==> config.mk <==
export PLATFORM = sky130hd
export DESIGN_NAME = dges_ram
export DESIGN_NICKNAME = d
export VERILOG_FILES = /design/src/design/directed_graph_edge_store_assert.svh /design/src/design/dges_pkg.sv /design/src/design/dges_ram.sv
export SDC_FILE = /design/constraint.sdc
export NUM_CORES = 2
export LEC_CHECK = 0
export BUFFER_PORTS_ARGS = -buffer_cell sky130_fd_sc_hd__buf_2
export CELL_PAD_IN_SITES_DETAIL_PLACEMENT = 1
export CELL_PAD_IN_SITES_GLOBAL_PLACEMENT = 1
export CORE_MARGIN = 5
export CORE_UTILIZATION = 56
export DETAILED_ROUTE_END_ITERATION = 8
export PLACE_DENSITY_LB_ADDON = 0.05
export SYNTH_ARGS = -nofsm -noshare
export SYNTH_HDL_FRONTEND = slang
export SYNTH_SLANG_ARGS = --single-unit
==> constraint.sdc <==
create_clock -name clk -period 7.7 [get_ports clk]
set_input_delay 0 -clock clk [delete_from_list [all_inputs] [get_ports clk]]
set_output_delay 0 -clock clk [all_outputs]
set_load 0.1 [all_outputs]
==> src/design/directed_graph_edge_store_assert.svh <==
// Assertion macros used by the edge store sequencer.
`ifndef DIRECTED_GRAPH_EDGE_STORE_ASSERT_SVH
`define DIRECTED_GRAPH_EDGE_STORE_ASSERT_SVH

// same-cycle implication
`define DGES_ASSERT_IMP(lbl, clk, rstn, ante, cons, msg) \
	lbl: assert property (@(posedge clk) disable iff (!rstn) (ante) |-> (cons)) \
		else $error(msg);

// next-cycle implication
`define DGES_ASSERT_NXT(lbl, clk, rstn, ante, cons, msg) \
	lbl: assert property (@(posedge clk) disable iff (!rstn) (ante) |=> (cons)) \
		else $error(msg);

`endif

==> src/design/dges_pkg.sv <==
// Types and constants of the directed graph edge store.
`default_nettype none

package dges_pkg;

	localparam int VID_W  = 7;
	localparam int OP_W   = 3;
	localparam int DEG_W  = 6;
	localparam int CNT_W  = 12;
	localparam int PROD_W = 2 * VID_W;

	// one memory word per vertex pair lo < hi
	localparam int WORD_W  = 2;
	localparam int FWD_BIT = 0;
	localparam int BWD_BIT = 1;

	typedef enum logic [OP_W-1:0] {
		OP_TEST   = 3'd0,
		OP_SET    = 3'd1,
		OP_ERASE  = 3'd2,
		OP_OUTDEG = 3'd3,
		OP_INDEG  = 3'd4
	} op_t;

	typedef enum logic [2:0] {
		ST_CLEAR,
		ST_IDLE,
		ST_READ,
		ST_UPDATE,
		ST_WALK,
		ST_DRAIN,
		ST_HOLD
	} state_t;

	typedef struct packed {
		logic             status;
		logic             connected;
		logic             changed;
		logic [DEG_W-1:0] degree;
		logic [CNT_W-1:0] total_edges;
	} result_t;

endpackage

`default_nettype wire

==> src/design/dges_ram.sv <==
// Edge bit memory: one 2-bit word per vertex pair, one write and one read port.
`default_nettype none

module dges_ram #(
	parameter int DEPTH  = 2016,
	parameter int ADDR_W = 11
) (
	input  wire logic                        clk,
	input  wire logic                        wr_en,
	input  wire logic [ADDR_W-1:0]           wr_addr,
	input  wire logic [dges_pkg::WORD_W-1:0] wr_data,
	input  wire logic                        rd_en,
	input  wire logic [ADDR_W-1:0]           rd_addr,
	output      logic [dges_pkg::WORD_W-1:0] rd_data
);
	import dges_pkg::*;

	logic [WORD_W-1:0] mem [DEPTH];

	always_ff @(posedge clk) begin
		if (wr_en) begin
			mem[wr_addr] <= wr_data;
		end
		if (rd_en) begin
			rd_data <= mem[rd_addr];
		end
	end

endmodule

`default_nettype wire

**Word level (Yosys, flattened, before mapping)**

Memories as Yosys holds them, arrays and structs flattened. A register that Yosys moved wholly into a read port is not among the register bits.
Cells that the tools add are included.

- Bits in registers: 0
- Memory bits (writable): 4032
- Input bits: 27
- Output and inout port bits: 2
- Logic and storage cells: 3
- Memories kept: 1

Memory list:

| name | words | bits a word | rd ports | clocked after memory_dff | wr ports | line | source |
|---|---|---|---|---|---|---|---|
| mem | 2016 | 2 | 1 | 1 | 1 | dges_ram.sv:18 | `logic [WORD_W-1:0] mem [DEPTH];` |

- Muxes and demuxes: 2

Operators with widths:

| cell | count |
|---|---|
| two-way mux 1 bit | 2 |

**Logic depth before layout (Yosys ltp)**

- Depth in word-level cells: 2
- Gate-level depth with buffers: 18
- Gate-level depth less buffers: 9

**Least setup slack after synthesis**

Ideal clock, no wire load.

- Path kind: input -> register
- From: in rd_addr[0]
- To: reg rd_data[0] (netlist name) (read register of mem) (data pin)
- Library setup time: 0.272 ns
- Arrival time: 2.687 ns
- Required time: 7.428 ns
- Path slack: 4.741 ns
- Stages: 13
- Buffers on the path: 7
- Path through: buf_6 buf_12 buf_12 buf_8 buf_6 buf_6 buf_2 mux4_2 a211oi_1 nor4_1 a22oi_1 o22ai_1 or4_1

RTL lines:

| item | line | source |
|---|---|---|
| start: declaration | dges_ram.sv:13 | `input wire logic [ADDR_W-1:0] rd_addr,` |
| end: declaration | dges_ram.sv:14 | `output logic [dges_pkg::WORD_W-1:0] rd_data` |

==> reports/qor.yml <==
final_util_pct: 62.16
cts_max_path_buffers: 4
period_minus_slack_ns: 4.587
startpoint: "rd_addr[7]"
num_vias: 96910
post-dp-hpwl_mm: 303.2
ys_ff_latch: 4034
path_class: "in -> reg"
regArea_mm2: 0.1211
violations: "capacitance limit, slew limit"
initial_utilization_pct: 56.31
rsz0062_at_grt: "false"
hold_class: "in -> reg"
clock_latency_ns: 1.00
grt_max_degree: 232
cp-end-kind: "flop"
fmaxAchievable_mhz: 218.0
skew_ns: 0.04518
core_area_mm2: 0.2943
synthToLayoutAreaGrowth_pct: 10.40
tns_ns: 0
status: "finished, violations left"
cp.arrival_ns: 5.43
overflow: 0
grt_pass1_vias: 100900
die_h_um: 554.0
antenna_found_initial: 28
comb_power_share_pct: 5.0
drtPass1Iterations: 5
max_slew.worst_pin.slew_ns: 1.584
synth_top_area_cell: "edfxtp_1"
cts_max_level: 5
slew_violations: 2
drive_gt1_share_pct: 15.03
ys_warn_count: 0
finalWeightedCongestion: 0.8924
switching_share_pct: 21.93
ys_async_sr_fraction_pct: 0
relSlewSlack_pct: -6.579
fillCellCount: 25630
detail_route.wirelength_mm: 522.9
min_from: "wr_data[1]"
cts_buffers: 413
syn_area_mm2: 0.1657
clk_pin_slew_worst_paths_ns: 0.06
io_buffers: 28
maxCapViolations: 1
drc_errors: 0
start_kind: "input port"
ys.flop_type: "edfxtp_1"
synth_top_area_share_pct: 73.10
dieArea_mm2: 0.3069
irDropWorstVdd_mv: 0.3122
io_pins: 29
p_per_area_mw_per_mm2: 251.9
power_leakage_nw: 56.47
seq_area_frac_synth_pct: 73.10
netlist_instances: 10100
antenna_left: 0
synth.most_common_cell: "edfxtp_1"
p_seq_share_pct: 52.5
synth.distinct_cells: 76
cts-root-buf: "clkbuf_16"
multiInputGateArea_mm2: 0.04081
cp.required_ns: 8.55
syn_nets: 10130
rows: 199
nNetsFinal: 10020
r2r-start: "mem[899][0]"
timing.final.crit_share_pct: 59.57
p_int_mw: 35.98
final-hold-violation-count: 0
drt_iter0_markers: 12410
worstPathMaxFanout: 23
viasPerCell: 6.791
syn_area_per_cell_um2: 16.41
cts_tree: "yes"
grt_pass1_wl_mm: 741.0
p_sw_mw: 10.11
clockPowerShare_pct: 42.6
ys_top_cells_by_area: "edfxtp_1 (73%), mux4_2 (8.3%), nor2_1 (5.0%)"
cts_num_sinks: 4034
setup_violations: 0
wl_per_cell_um: 36.64
die_w_um: 554.0
synth_common_cells: "edfxtp_1 (4034), nor2_1 (2204), mux2i_1 (795), mux4_2 (614), clkbuf_1 (505)"
grtUsageTotal_pct: 33.68
synth_edf_count: 4034
-- area by class of cell --
type / count / share of cell area [%]
diodes: 17 / 0.02325
well taps: 3919 / 2.680
multi-input cells: 5215 / 22.31
clock inverters: 230 / 1.147
flip-flops and latches: 4034 / 66.21
inverters: 4 / 0.01505
clock buffers: 529 / 5.968
repair buffers: 322 / 1.645
-- cells in the final DEF, fill, tap and decap left out, drive strengths merged, types with 13 or more instances in the layout --
cell,netlist,final
inv,3,15
o21ai,121,121
clkinv,1,178
edfxtp,4034,4034
mux2i,795,795
a211oi,38,38
nor4,80,80
nand4,21,21
diode,0,17
o221ai,258,258
o32ai,13,13
nand2,223,223
nand3,74,74
buf,343,298
mux2,16,16
a21oi,133,133
nor3,185,185
a31oi,25,25
dlygate4sd3,0,23
a2111oi,31,31
bufinv,0,34
nor2,2204,2204
clkbuf,505,529
mux4,622,622
o22ai,183,183
-- flip-flops by register name (all words and copies together) (netlist names) --
| register | count |
|---|---|
| mem | 4032 |
| rd_data | 2 |
-- metrics by stage --
stage | total power, mW | area [um2] | setup WS (ns) | hold slack (ns) | cells
finish | 46.09 | 182900 | 3.113 | 0.09013 | 14270
global route | 47.37 | 182900 | 3.335 | 0.1608 | 14260
CTS | 46.20 | 182900 | 3.417 | 0.1777 | 14250
detailed placement | 26.88 | 169700 | 2.689 | 0.4536 | 13470
global placement | 26.83 | 169600 | 2.505 | 0.4607 | 13470
floorplan | 25.84 | 165700 | 4.741 | 0.09887 | 10100
-- routing by layer --
layer	global-route usage [%]	part of all wire (%)	vias to the layer above
li1	-	-	39160
met1	45.88	38	51290
met2	53.48	47	5268
met3	5.836	9.2	1171
met4	16.12	5.5	16
met5	0	0.019	-
-- worst paths after layout --
kind / cells past startpoint / slack [ns] / end
worst min register to register: 7 / 1.36 / rd_data[0]
worst max-delay path: 13 / 3.11 / rd_data[0]
worst max register to register: 10 / 3.52 / rd_data[0]
worst min-delay path: 2 / 0.09 / mem[1986][1]
-- power groups by stage --
stage	combinational, mW	sequential, mW	clock (mW)
finish	2.28	24.2	19.6
global route	2.36	24.2	20.9
CTS	2.26	24.2	19.8
detailed placement	2.24	24.6	0
global placement	2.19	24.6	0
floorplan	1.19	24.6	0
-- worst max-delay path: stages --
cell and delay, ns:
dlygate4sd3_1 0.51, buf_2 0.18, buf_4 0.48, nand2b_1 0.66, or4_1 0.79, nor4_1 0.14
nor4_1 0.37, nand4_1 0.14, nor4_1 1.31, buf_4 0.29, nand3_1 0.13, o22ai_1 0.19
or4_1 0.16
-- cells by family after synthesis --
| family | synth area share (%) |
|---|---|
| AND/OR/NAND/NOR | 7.152 |
| flip-flops | 73.10 |
| multiplexers | 13.38 |
| buffers and inverters | 2.619 |
| AO/OA/AOI/OAI | 3.746 |
-- repair_timing --
action	4_1_cts	5_1_grt
gates resized for setup	0	0
hold buffers	23	0
endpoints found under the hold margin	784	0
buffers inserted	0	0
Power figures use the tool's default switching activity.
