<file path="src/design/directed_graph_edge_store_assert.svh">
// Assertion macros used by the edge store sequencer.
`ifndef DIRECTED_GRAPH_EDGE_STORE_ASSERT_SVH
`define DIRECTED_GRAPH_EDGE_STORE_ASSERT_SVH

// same-cycle implication
`define DGES_ASSERT_IMP(lbl, clk, rstn, ante, cons, msg) \
	lbl: assert property (@(posedge clk) disable iff (!rstn) (ante) |-> (cons)) \
		else $error(msg);

// next-cycle implication
`define DGES_ASSERT_NXT(lbl, clk, rstn, ante, cons, msg) \
	lbl: assert property (@(posedge clk) disable iff (!rstn) (ante) |=> (cons)) \
		else $error(msg);

`endif

</file>
<file path="src/design/dges_pkg.sv">
// Types and constants of the directed graph edge store.
`default_nettype none

package dges_pkg;

	localparam int VID_W  = 7;
	localparam int OP_W   = 3;
	localparam int DEG_W  = 6;
	localparam int CNT_W  = 12;
	localparam int PROD_W = 2 * VID_W;

	// one memory word per vertex pair lo < hi
	localparam int WORD_W  = 2;
	localparam int FWD_BIT = 0;
	localparam int BWD_BIT = 1;

	typedef enum logic [OP_W-1:0] {
		OP_TEST   = 3'd0,
		OP_SET    = 3'd1,
		OP_ERASE  = 3'd2,
		OP_OUTDEG = 3'd3,
		OP_INDEG  = 3'd4
	} op_t;

	typedef enum logic [2:0] {
		ST_CLEAR,
		ST_IDLE,
		ST_READ,
		ST_UPDATE,
		ST_WALK,
		ST_DRAIN,
		ST_HOLD
	} state_t;

	typedef struct packed {
		logic             status;
		logic             connected;
		logic             changed;
		logic [DEG_W-1:0] degree;
		logic [CNT_W-1:0] total_edges;
	} result_t;

endpackage

`default_nettype wire

</file>
<file path="src/design/dges_seq.sv">
// Sequencer: clearing pass, edge read-modify-write and degree walk over the memory.
`default_nettype none

`include "directed_graph_edge_store_assert.svh"

module dges_seq #(
	parameter int MAX_VERTICES = 64,
	parameter int EDGE_SLOTS   = 2016,
	parameter int SLOT_W       = 11
) (
	input  wire logic                        clk,
	input  wire logic                        arst_n,
	input  wire logic                        in_valid,
	output      logic                        in_stall,
	input  wire logic [dges_pkg::OP_W-1:0]   operation,
	input  wire logic [dges_pkg::VID_W-1:0]  source_vertex,
	input  wire logic [dges_pkg::VID_W-1:0]  target_vertex,
	input  wire logic [dges_pkg::VID_W-1:0]  vertex_count,
	input  wire logic                        out_free,
	output      logic                        load,
	output      dges_pkg::result_t           res,
	output      logic                        rd_en,
	output      logic [SLOT_W-1:0]           rd_addr,
	input  wire logic [dges_pkg::WORD_W-1:0] rd_data,
	output      logic                        wr_en,
	output      logic [SLOT_W-1:0]           wr_addr,
	output      logic [dges_pkg::WORD_W-1:0] wr_data
);
	import dges_pkg::*;

	localparam logic [SLOT_W-1:0] M_SLOT   = SLOT_W'(MAX_VERTICES);
	localparam logic [SLOT_W-1:0] ONE_SLOT = SLOT_W'(1);
	localparam logic [SLOT_W-1:0] TWO_SLOT = SLOT_W'(2);

	state_t state_q, state_d;

	logic [OP_W-1:0]   op_q;
	logic [VID_W-1:0]  v_q, lo_q, hi_q, u_q;
	logic              fwd_q, inc_q;
	logic [PROD_W-1:0] prod_q;
	logic [SLOT_W-1:0] addr_q;
	logic [DEG_W-1:0]  cnt_q, cnt_d;
	logic [CNT_W-1:0]  count_q, count_d;
	result_t           res_q, res_d;
	logic              tag_valid_s1, tag_fw_s1;

	logic [VID_W-1:0]  nv, lo_d, hi_d, r_lo;
	logic              s_ok, t_ok, edge_ok, is_edge, is_deg;
	logic              accept, finish, hit, conn, chg;
	logic [SLOT_W-1:0] slot, step;
	logic [WORD_W-1:0] new_word;

	always_comb begin
		if (32'(vertex_count) > MAX_VERTICES) begin
			nv = VID_W'(MAX_VERTICES);
		end else begin
			nv = vertex_count;
		end
	end

	assign s_ok    = (source_vertex != '0) && (source_vertex <= nv);
	assign t_ok    = (target_vertex != '0) && (target_vertex <= nv);
	assign edge_ok = s_ok && t_ok && (source_vertex != target_vertex);
	assign is_edge = (operation == OP_TEST) || (operation == OP_SET) || (operation == OP_ERASE);
	assign is_deg  = (operation == OP_OUTDEG) || (operation == OP_INDEG);
	assign lo_d    = (source_vertex < target_vertex) ? source_vertex : target_vertex;
	assign hi_d    = (source_vertex < target_vertex) ? target_vertex : source_vertex;

	// slot = (lo-1)*M - (lo-1)*lo/2 + hi-lo-1, modulo 2^SLOT_W
	assign r_lo = lo_q - VID_W'(1);
	assign slot = (SLOT_W'(r_lo) * M_SLOT) - SLOT_W'(prod_q >> 1)
		+ SLOT_W'(hi_q - lo_q - VID_W'(1));

	// walk address step: column of the lower store, then row
	assign step = (u_q < v_q) ? (M_SLOT - SLOT_W'(u_q) - ONE_SLOT) : ONE_SLOT;

	assign hit   = tag_valid_s1 && (tag_fw_s1 ? rd_data[FWD_BIT] : rd_data[BWD_BIT]);
	assign cnt_d = cnt_q + DEG_W'(hit);

	assign conn = fwd_q ? rd_data[FWD_BIT] : rd_data[BWD_BIT];
	assign chg  = ((op_q == OP_SET) && !conn) || ((op_q == OP_ERASE) && conn);

	always_comb begin
		new_word = rd_data;
		if (op_q == OP_SET) begin
			if (fwd_q) new_word[FWD_BIT] = 1'b1;
			else       new_word[BWD_BIT] = 1'b1;
		end else if (op_q == OP_ERASE) begin
			if (fwd_q) new_word[FWD_BIT] = 1'b0;
			else       new_word[BWD_BIT] = 1'b0;
		end
	end

	always_comb begin
		count_d = count_q;
		if (chg && (op_q == OP_SET)) begin
			count_d = count_q + CNT_W'(1);
		end else if (chg) begin
			count_d = count_q - CNT_W'(1);
		end
	end

	always_ff @(posedge clk or negedge arst_n) begin
		if (!arst_n) begin
			state_q <= ST_CLEAR;
		end else begin
			state_q <= state_d;
		end
	end

	always_comb begin
		state_d  = state_q;
		in_stall = 1'b1;
		accept   = 1'b0;
		finish   = 1'b0;
		res_d    = '{status: 1'b1, connected: 1'b0, changed: 1'b0,
			degree: '0, total_edges: count_q};
		rd_en    = 1'b0;
		rd_addr  = addr_q;
		wr_en    = 1'b0;
		wr_addr  = addr_q;
		wr_data  = new_word;
		case (state_q)
			ST_CLEAR: begin
				wr_en   = 1'b1;
				wr_data = '0;
				if (32'(addr_q) == EDGE_SLOTS - 1) begin
					state_d = ST_IDLE;
				end
			end
			ST_IDLE: begin
				in_stall = 1'b0;
				accept   = in_valid;
				if (in_valid) begin
					if (is_edge && edge_ok) begin
						state_d = ST_READ;
					end else if (is_deg && s_ok) begin
						state_d = ST_WALK;
					end else begin
						finish = 1'b1;
					end
				end
			end
			ST_READ: begin
				rd_en   = 1'b1;
				rd_addr = slot;
				state_d = ST_UPDATE;
			end
			ST_UPDATE: begin
				wr_en  = 1'b1;
				finish = 1'b1;
				res_d  = '{status: 1'b0, connected: conn, changed: chg,
					degree: '0, total_edges: count_d};
			end
			ST_WALK: begin
				rd_en = (u_q != v_q);
				if (u_q == nv) begin
					state_d = ST_DRAIN;
				end
			end
			ST_DRAIN: begin
				finish = 1'b1;
				res_d  = '{status: 1'b0, connected: 1'b0, changed: 1'b0,
					degree: cnt_d, total_edges: count_q};
			end
			ST_HOLD: begin
				finish = 1'b1;
				res_d  = res_q;
			end
			default: begin
				state_d = ST_CLEAR;
			end
		endcase
		if (finish) begin
			state_d = out_free ? ST_IDLE : ST_HOLD;
		end
	end

	assign load = finish && out_free;
	assign res  = res_d;

	always_ff @(posedge clk or negedge arst_n) begin
		if (!arst_n) begin
			addr_q       <= '0;
			count_q      <= '0;
			tag_valid_s1 <= 1'b0;
		end else begin
			tag_valid_s1 <= (state_q == ST_WALK) && rd_en;
			case (state_q)
				ST_CLEAR:  addr_q <= addr_q + ONE_SLOT;
				ST_IDLE:   addr_q <= SLOT_W'(source_vertex) - TWO_SLOT;
				ST_READ:   addr_q <= slot;
				ST_WALK:   addr_q <= addr_q + step;
				default:   addr_q <= addr_q;
			endcase
			if (state_q == ST_UPDATE) begin
				count_q <= count_d;
			end
		end
	end

	always_ff @(posedge clk) begin
		tag_fw_s1 <= inc_q ? (u_q < v_q) : (u_q > v_q);
		if (accept) begin
			op_q   <= operation;
			v_q    <= source_vertex;
			lo_q   <= lo_d;
			hi_q   <= hi_d;
			fwd_q  <= source_vertex < target_vertex;
			inc_q  <= operation == OP_INDEG;
			prod_q <= PROD_W'(lo_d - VID_W'(1)) * PROD_W'(lo_d);
			u_q    <= VID_W'(1);
			cnt_q  <= '0;
		end else if (state_q == ST_WALK) begin
			u_q   <= u_q + VID_W'(1);
			cnt_q <= cnt_d;
		end
		if (finish && !out_free) begin
			res_q <= res_d;
		end
	end

	`DGES_ASSERT_NXT(a_count_hold, clk, arst_n, state_q != ST_UPDATE, $stable(count_q), "edge count moved outside an update")
	`DGES_ASSERT_IMP(a_rd_range, clk, arst_n, rd_en, 32'(rd_addr) < EDGE_SLOTS, "read beyond the edge slots")
	`DGES_ASSERT_IMP(a_no_rw_overlap, clk, arst_n, rd_en, !wr_en, "read and write in one cycle")
	`DGES_ASSERT_NXT(a_hold_on_stall, clk, arst_n, finish && !out_free, state_q == ST_HOLD, "result lost while output stalled")

endmodule

`default_nettype wire
</file>
<file path="config.mk">
export PLATFORM = sky130hd
export DESIGN_NAME = dges_seq
export DESIGN_NICKNAME = d
export VERILOG_FILES = /design/src/design/dges_pkg.sv /design/src/design/dges_seq.sv
export VERILOG_INCLUDE_DIRS = /design/src /design/src/design
export SDC_FILE = /design/constraint.sdc
export NUM_CORES = 1
export LEC_CHECK = 0
export BUFFER_PORTS_ARGS = -buffer_cell sky130_fd_sc_hd__buf_2
export CAP_MARGIN = 40
export CELL_PAD_IN_SITES_DETAIL_PLACEMENT = 0
export CELL_PAD_IN_SITES_GLOBAL_PLACEMENT = 2
export CORE_UTILIZATION = 38
export CTS_CLUSTER_DIAMETER = 50
export CTS_CLUSTER_SIZE = 16
export DETAILED_ROUTE_END_ITERATION = 10
export PLACE_DENSITY = 0.82
export SLEW_MARGIN = 20
export SYNTH_ARGS = -nofsm -noshare
export SYNTH_HDL_FRONTEND = slang
export SYNTH_SLANG_ARGS = --single-unit
</file>
<file path="constraint.sdc">
create_clock -name clk -period 5.3 [get_ports clk]
set_input_delay 0.53 -clock clk [delete_from_list [all_inputs] [get_ports clk]]
set_output_delay 0.53 -clock clk [all_outputs]
set_load 0.1 [all_outputs]
</file>
# After elaboration in Yosys (flattened, before gate mapping)
# Index checks and enable logic that the tools add are counted.
# totals
out_inout_bits	49
ff_bits	100
# op_classes
n_reduce_logical	27
n_eq_ne	21
magnitude_cmp	6
mul	1
n_addsub	15
muxes	35
# ops
operator	n
21-bit one-hot mux with 3 select lines	1
11-bit one-hot mux with 4 select lines	1
12-bit two-way mux	2
11-bit adder	2
11-bit two-way mux	2
3-bit two-way mux	7
7-bit two-way mux	3
8-bit by 2-bit subtractor with 9-bit output (second input constant)	2
3-bit by 2-bit equality test with 1-bit output (second input constant)	5
3-bit one-hot mux with 5 select lines	1
7-bit <= comparator	2
7-bit less-than comparator	2
7-bit inequality test	2
7-bit nonzero test	2
1-bit logical AND	13
1-bit two-way mux	13
12-bit by 1-bit adder with 12-bit output (second input constant)	1
3-bit equality test (second input constant)	4
8-bit by 8-bit multiplier with 12-bit output	1
12-bit by 1-bit subtractor with 12-bit output (second input constant)	1
11-bit by 1-bit adder with 11-bit output (second input constant)	1
11-bit equality test (second input constant)	1
11-bit subtractor	1
3-bit by 1-bit equality test with 1-bit output (second input constant)	3
other kinds (22)	32

# Logic depth before layout (Yosys ltp)
# Gate-level depths: netlist of run 1.
# logic_depth
word_depth	12
depth_mapped	29

# Worst setup path before layout of run 1
# OpenSTA, ideal clock, no wires.
# synth_timing
path_type	in2reg
startpoint	in target_vertex[4] (netlist name)
endpoint	reg prod_q[11], data pin
setup_slack_ps	-1326
cell_stages	28
setup_ps	259
t_required_ps	5041
n_path_buf	1
arrival_time_ps	6367
path_cell_list	inv_1 > ha_1 > a21o_1 > a21o_1 > a211oi_1 > buf_2 > mux2i_1 > ha_1 > and3_1 > inv_1 > ha_1 > or2_2 > fa_1 > inv_1 > ha_1 > inv_1 > fa_1 > fa_1 > inv_1 > ha_1 > inv_1 > nor2_1 > nor2_1 > o21bai_1 > a21oi_1 > o21bai_1 > a21oi_1 > xnor2_1
# synth_between
elab_chain_len	4
# synth_rtl
element	line_no	rtl
from (decl)	dges_seq.sv:17	input wire logic [dges_pkg::VID_W-1:0] target_vertex,
7-bit less-than comparator	dges_seq.sv:66	assign lo_d = (source_vertex < target_vertex) ? source_vertex : target_vertex;
7-bit two-way mux *	dges_seq.sv:66	
7-bit by 1-bit subtractor with 8-bit output	dges_seq.sv:211	prod_q <= PROD_W'(lo_d - VID_W'(1)) * PROD_W'(lo_d);
8-bit by 8-bit multiplier with 12-bit output *	dges_seq.sv:211	
to (signal assigned)	dges_seq.sv:211	
to (decl)	dges_seq.sv:40	logic [PROD_W-1:0] prod_q;
# Every way passes the cells marked *; elsewhere a longest branch is shown, timed or not.
# A chain may end at the register's enable or synchronous reset.

# Final worst setup path of run 1
# layout_timing
startpoint	in target_vertex[1] (netlist name)
endpoint	reg prod_q[11], data pin
# Same word-level chain as after synthesis.

==> results of run 1 <==
[Yosys cell counts (17+ instances only)]
| library cell | instances |
|---|---|
| a21o_1 | 17 |
| a21oi_1 | 63 |
| clkbuf_1 | 31 |
| dfrtp_1 | 27 |
| edfxtp_1 | 58 |
| fa_1 | 39 |
| ha_1 | 99 |
| inv_1 | 126 |
| nand2_1 | 72 |
| nand3_1 | 23 |
| nor2_1 | 102 |
| nor2b_1 | 18 |
| nor3_1 | 21 |
| o21ai_0 | 40 |
| o22ai_1 | 17 |
| xnor2_1 | 54 |
| xor2_1 | 25 |
[path summary, 6_finish.rpt]
path	cells after the start	startpoint	endpoint
worst max-delay path	28	target_vertex[1]	prod_q[11]
worst min-delay path	1	arst_n	wr_addr[8]
worst max register to register	14	state_q[0]	wr_addr[9]
worst min register to register	2	cnt_q[0]	cnt_q[0]
max in group asynchronous	1	arst_n	count_q[7]
min in group clk	1	operation[0]	op_q[0]
[registers in the layout (all words and copies together) (netlist names), 6 cells and up]
name,count
u_q,7
v_q,7
lo_q,7
hi_q,7
res_q,21
count_q,12
cnt_q,6
wr_addr,11
prod_q,11
[cell type report]
type | count | area, µm² | share of cell area
Inverter | 128 | 495 | 0.0448
Multi-Input combinational cell | 773 | 6150 | 0.555
Clock inverter | 5 | 41.3 | 0.00373
Clock buffer | 11 | 254 | 0.0229
Sequential cell | 99 | 2700 | 0.244
Timing Repair Buffer | 151 | 1040 | 0.0937
Tap cell | 319 | 399 | 0.0361
[logic make-up (layout without fill, tap and decap cells)]
logic type	Yosys count	count (layout)	synth area share
xor+xnor	79	79	0.0759
simple gates	321	321	0.172
other cells	2	10	0.000824
mux	15	15	0.0172
buf+inv	164	295	0.0687
compound gates	210	210	0.148
flops	99	99	0.296
fa+ha+maj	138	138	0.222
[critical path, delay by kind of cell]
family / cells / cell delay (ps)
AO/OA/AOI/OAI: 7 / 940
XOR/XNOR: 1 / 120
adder cells (fa/ha/maj): 7 / 2730
buffers and inverters: 8 / 510
multiplexers: 1 / 270
AND/OR/NAND/NOR: 4 / 660
[routing by layer]
| layer | vias up | share of wire | track usage |
|---|---|---|---|
| met3 | 12 | 0.038 | 0.0210 |
| met2 | 172 | 0.45 | 0.319 |
| li1 | 3822 | - | - |
| met4 | 0 | 0.0077 | 0.0458 |
| met1 | 3646 | 0.51 | 0.303 |
| met5 | - | 0 | 0 |
[cells in the final DEF, fill, tap and decap left out, drive strengths merged, types with 6 or more instances in the layout]
cell / count
buf: 151
o21a: 6
xnor2: 54
a21oi: 63
o21bai: 7
or3: 14
ha: 99
and3: 10
clkbuf: 11
dfrtp: 27
nand2: 72
nor2b: 18
o21ai: 40
o22ai: 17
fa: 39
conb: 10
or2: 8
and2: 11
nor3b: 7
nor3: 23
a21o: 17
mux2i: 10
edfxtp: 58
a22oi: 7
inv: 130
dfxtp: 14
xor2: 25
a31oi: 6
nor2: 102
nand3: 23
nand4: 11
or4: 6
[timing repair]
item                       in CTS  in global routing
setup endpoints to repair       7                 10
pin swaps                       8                 17
buffers inserted                3                  1
gates resized for setup        13                 26
cloned                          0                  0
[through the flow]
step	hold WS, ps	cells	utilization	area, µm²
after floorplan	234	1036	-	9340
after global placement	449	1466	0.449	10600
after CTS	253	1485	0.467	11000
final	233	1486	0.472	11100
after global routing	282	1486	0.472	11100
after detailed placement	455	1466	0.449	10600
==> key figures, run 1 <==
Routing
  • Total detailed-routing wirelength: between 20 and 25 mm
  • Vias: between 7,000 and 8,000
  • Drc violations: 0
  • Vias per inst: between 5 and 6
  • Initial DRC count: 533
  • Post-DRT Antenna Nets: 0
  • TritonRoute pass-1 iters: 5
  • DR WL/cell: between 15 and 20 µm

Logic synthesis
  • Seq cells post-synth: just under 100
  • Post-synth EDFFs: 58
  • Synth cell types: ~70
  • Mapped Area: about 9100 µm²
  • Yosys top cell area share: 0.191
  • Seq/Total Area, Yosys: 0.296
  • Yosys warning count: 0
  • Mean area per synthesized cell: 8.86 µm²
  • Post-synthesis cell count: between 1,000 and 1,500
  • Primary FF master, synth: edfxtp_1
  • Yosys top cell by area: edfxtp_1
  • Asr flop ratio synth: 0.273
  • Synth top area cells: edfxtp_1, ha_1, fa_1

Clock network
  • Cts hold-fix bufs: 0
  • Clock latency on the worst-skew pair: ~350 ps
  • Root Buffer: clkbuf_16
  • Max clock buf depth: 2
  • CTS Buf Count: 9
  • Clk sinks: 99
  • CTS tree: built
  • H-tree Lvls: 3
  • Reg clk slew, reported paths: about 80 ps

STA
  • RSZ-0062 raised after global routing: true
  • Fmax: 177 MHz
  • Final Hold Fails: 0
  • Worst Tran Pin Value: about 830 ps
  • Final Max Slew Viols: 0
  • Post-route setup slack: -343 ps
  • Final setup viols: 4
  • Relative slew slack: 0.443
  • Fin crit period: 5640 ps
  • Final setup TNS: -994 ps
  • Worst Skew: around 7.3 ps
  • Fin crit share: 1.06

Die
  • Num ports: 79
  • Core area: approximately 23,000 µm²
  • Die width: ~160 µm
  • Initial Utilization: 0.388
  • Row count: between 50 and 60
  • Die height: about 160 µm
  • Die area: 24,600 µm²

Critical path
  • Worst Path Class, Setup: in -> reg
  • Critical path's slowest cell: fa_1
  • Most common cell on crit path: fa_1
  • Worst Path Arrival: ~5800 ps
  • Worst setup EP type: flop
  • Crit-path max cell delay: 510 ps
  • Register-to-register setup slack: roughly 1200 ps
  • CP Data Required Time: about 5400 ps
  • Worst Setup Start Kind: input pin
  • Crit-path max FO: 5

Status
  • Status: finished, violations left
  • Failing checks: setup timing

Job
  • Max-Cap Viols: 0

Global routing
  • Largest net degree at the start of global routing: 34
  • Global-route wire length before repair: between 30 and 40 mm
  • Vias in the first global route: 7,318
  • Initial antenna violation count: 0
  • GRT Util Overall: 0.205
  • Total grt overflow: 0

Place
  • Dpl hpwl: just under 20 mm
  • Setup WS pre-CTS: -854 ps
  • RePlAce Congestion: 0.839
  • Number of port buffers: 78

Finish
  • Fillers: about 2,300
  • Fin nets: between 1,000 and 1,500
  • Syn-to-layout area delta: 21.5%
  • # diodes: 0
  • Share of cells above drive strength 1: 0.207

Worst hold path
  • Hold Crit Class: in -> async
Power of run 1 is not shown: default switching activity piles up to over one toggle a cycle in this logic, so the estimate is an artifact.
==> inputs of run 2 (changes only) <==
Settings changed: SKIP_CTS_REPAIR_TIMING from default to 1.
==> run 2 against run 1 <==
First-iteration DRC count fell by 0.56%; clock-buffer cell count stayed put; critical path depth down 1; via count grew 0.44%; worst hold slack better by 4.8 ps; clock skew about the same; critical path type unchanged; maximum frequency fell by 0.36%; non-clock buffer count is the same; the flow still finishes with violations (setup timing).
==> key figures, run 2 (synthesis results as in run 1) <==
Die
  • Initial Utilization: 0.388 (unchanged)
  • Core area: 23,500 µm² (unchanged)
  • Die height: 157 µm (unchanged)
  • Die area: 24,600 µm² (unchanged)
  • Row count: 56 (unchanged)
  • Num ports: 79 (unchanged)
  • Die width: 157 µm (unchanged)

Clock network
  • Clock latency on the worst-skew pair: 350 ps (about the same)
  • Max clock buf depth: 2 (unchanged)
  • CTS tree: built
  • Reg clk slew, reported paths: 70 ps (about the same)
  • Root Buffer: clkbuf_16
  • Clk sinks: 99 (unchanged)
  • H-tree Lvls: 3 (unchanged)
  • CTS Buf Count: 9 (unchanged)

STA
  • Worst Skew: 6.97 ps (-0.315 ps)
  • Final Max Slew Viols: 0 (unchanged)
  • Post-route setup slack: -363 ps (-20.3 ps)
  • RSZ-0062 raised after global routing: true
  • Hold_ws: 238 ps (+4.79 ps)
  • Fin crit share: 1.07 (+0.00382)
  • Worst Tran Pin Value: 824 ps (-3.09 ps)
  • Final setup viols: 5 (+1)
  • Relative slew slack: 0.445 (+0.00208)
  • Fin crit period: 5660 ps (+20.3 ps)
  • Final Hold Fails: 0 (unchanged)
  • Fmax: 177 MHz (-0.36%)

Place
  • Number of port buffers: 78 (unchanged)
  • Dpl hpwl: 19.4 mm (unchanged)
  • RePlAce Congestion: 0.839 (unchanged)
  • Setup WS pre-CTS: -854 ps (unchanged)
  • Placed inst area: 10,600 µm² (unchanged)
  • Inst Count DP: 1,466 (unchanged)

Finish
  • Biggest regs: res_q (21), count_q (12)
  • Share of cells above drive strength 1: 0.203 (-0.00428)
  • Final cell count without fillers: 1,486 (unchanged)
  • Final instance area: 11,000 µm² (-0.43%)
  • Commonest non-fill, non-tap cell in the layout: inv_1
  • Largest Register: res_q
  • Fin nets: 1,330 (unchanged)
  • Fillers: 2,299 (+0.13%)
  • Most frequent cells in the layout: inv_1, nor2_1, ha_1
  • Largest register FFs: 21 (unchanged)
  • Syn-to-layout area delta: 21.0%
  • # diodes: 0 (unchanged)

Critical path
  • Crit-path max FO: 7 (+2)
  • Critical path's slowest cell: fa_1
  • CP endpoint: prod_q[11]
  • Worst setup EP type: flop
  • R2R cell count: 14 (unchanged)
  • Critical path origin: target_vertex[4]
  • CP Data Required Time: 5400 ps (about the same)
  • Most common cell on crit path: fa_1
  • Worst Path Class, Setup: in -> reg
  • Crit-path max cell delay: 510 ps (about the same)
  • Register-to-register setup slack: 1180 ps (about the same)
  • Worst Path Arrival: 5770 ps (+20 ps)
  • Worst R2R Start: state_q[0]
  • Worst Setup Start Kind: input pin
  • R2r endpoint: wr_addr[9]

Global routing
  • Initial antenna violation count: 0 (unchanged)
  • Vias in the first global route: 7,262 (-0.77%)
  • Total grt overflow: 0 (unchanged)
  • Largest net degree at the start of global routing: 34 (unchanged)
  • Global-route wire length before repair: 38.7 mm (-0.60%)
  • GRT Util Overall: 0.204 (-0.00131)

Worst hold path
  • Hold Crit Class: in -> async

Routing
  • TritonRoute pass-1 iters: 5 (unchanged)
  • Total detailed-routing wirelength: 24.5 mm (-0.29%)
  • Initial DRC count: 530 (-0.56%)
  • Post-DRT Antenna Nets: 0 (unchanged)
  • DR WL/cell: 16.5 µm (-0.29%)
  • Vias per inst: 5.17 (+0.44%)
  • Vias: 7,686 (+0.44%)
  • Drc violations: 0 (unchanged)

Status
  • Status: finished, violations left
  • Failing checks: setup timing

Job
  • Max-Cap Viols: 0 (unchanged)
==> run 2: cell types whose count changed in the layout (fill, tap and decap cells not counted), moves of 2 or more <==
cell	change
a21oi_1	+2
a21oi_2	-2
buf_12	-3
buf_6	+2
==> run 2: layout make-up <==
cell class / instances / area [µm²] / area share
multi-input combinational: 773 / 6120 / 0.555
timing repair buffer: 151 / 1010 / 0.0921
sequential: 99 / 2700 / 0.245
clock buffer: 11 / 254 / 0.0230
inverter: 128 / 495 / 0.0449
clock inverter: 5 / 41.3 / 0.00375
tap: 319 / 399 / 0.0362
==> run 2: how the worst min path moves through the flow <==
stage,from,endpoint,slack [ps],depth (start not counted)
global placement,cnt_q[0],cnt_q[0],450,2
floorplan,arst_n,count_q[0],230,0
detailed placement,cnt_q[0],cnt_q[0],450,2
global route,arst_n,count_q[8],280,1
CTS,arst_n,count_q[8],250,1
finish,arst_n,wr_addr[8],240,1
==> run 2: critical path: cells and delay by family <==
kind	cells	cell delay, ps
xor+xnor	1	120
compound gates	7	1080
simple gates	3	540
fa+ha+maj	7	2720
mux	1	270
buf+inv	8	540
==> run 2: metal layers <==
layer	vias to the layer above	track usage	wire length, µm
met2	188	0.316	10900
met3	15	0.0210	1020
met1	3654	0.302	12400
met5	-	0	0
li1	3829	-	-
met4	0	0.0453	222
==> run 2: stage by stage <==
step	setup TNS, ps	util
2_1_floorplan	-2370	-
3_3_place_gp	-3660	0.449
3_5_place_dp	-4050	0.449
4_1_cts	-1940	0.462
5_1_grt	-2050	0.470
6_report	-1170	0.470
Power of run 2 is left out for the same reason.
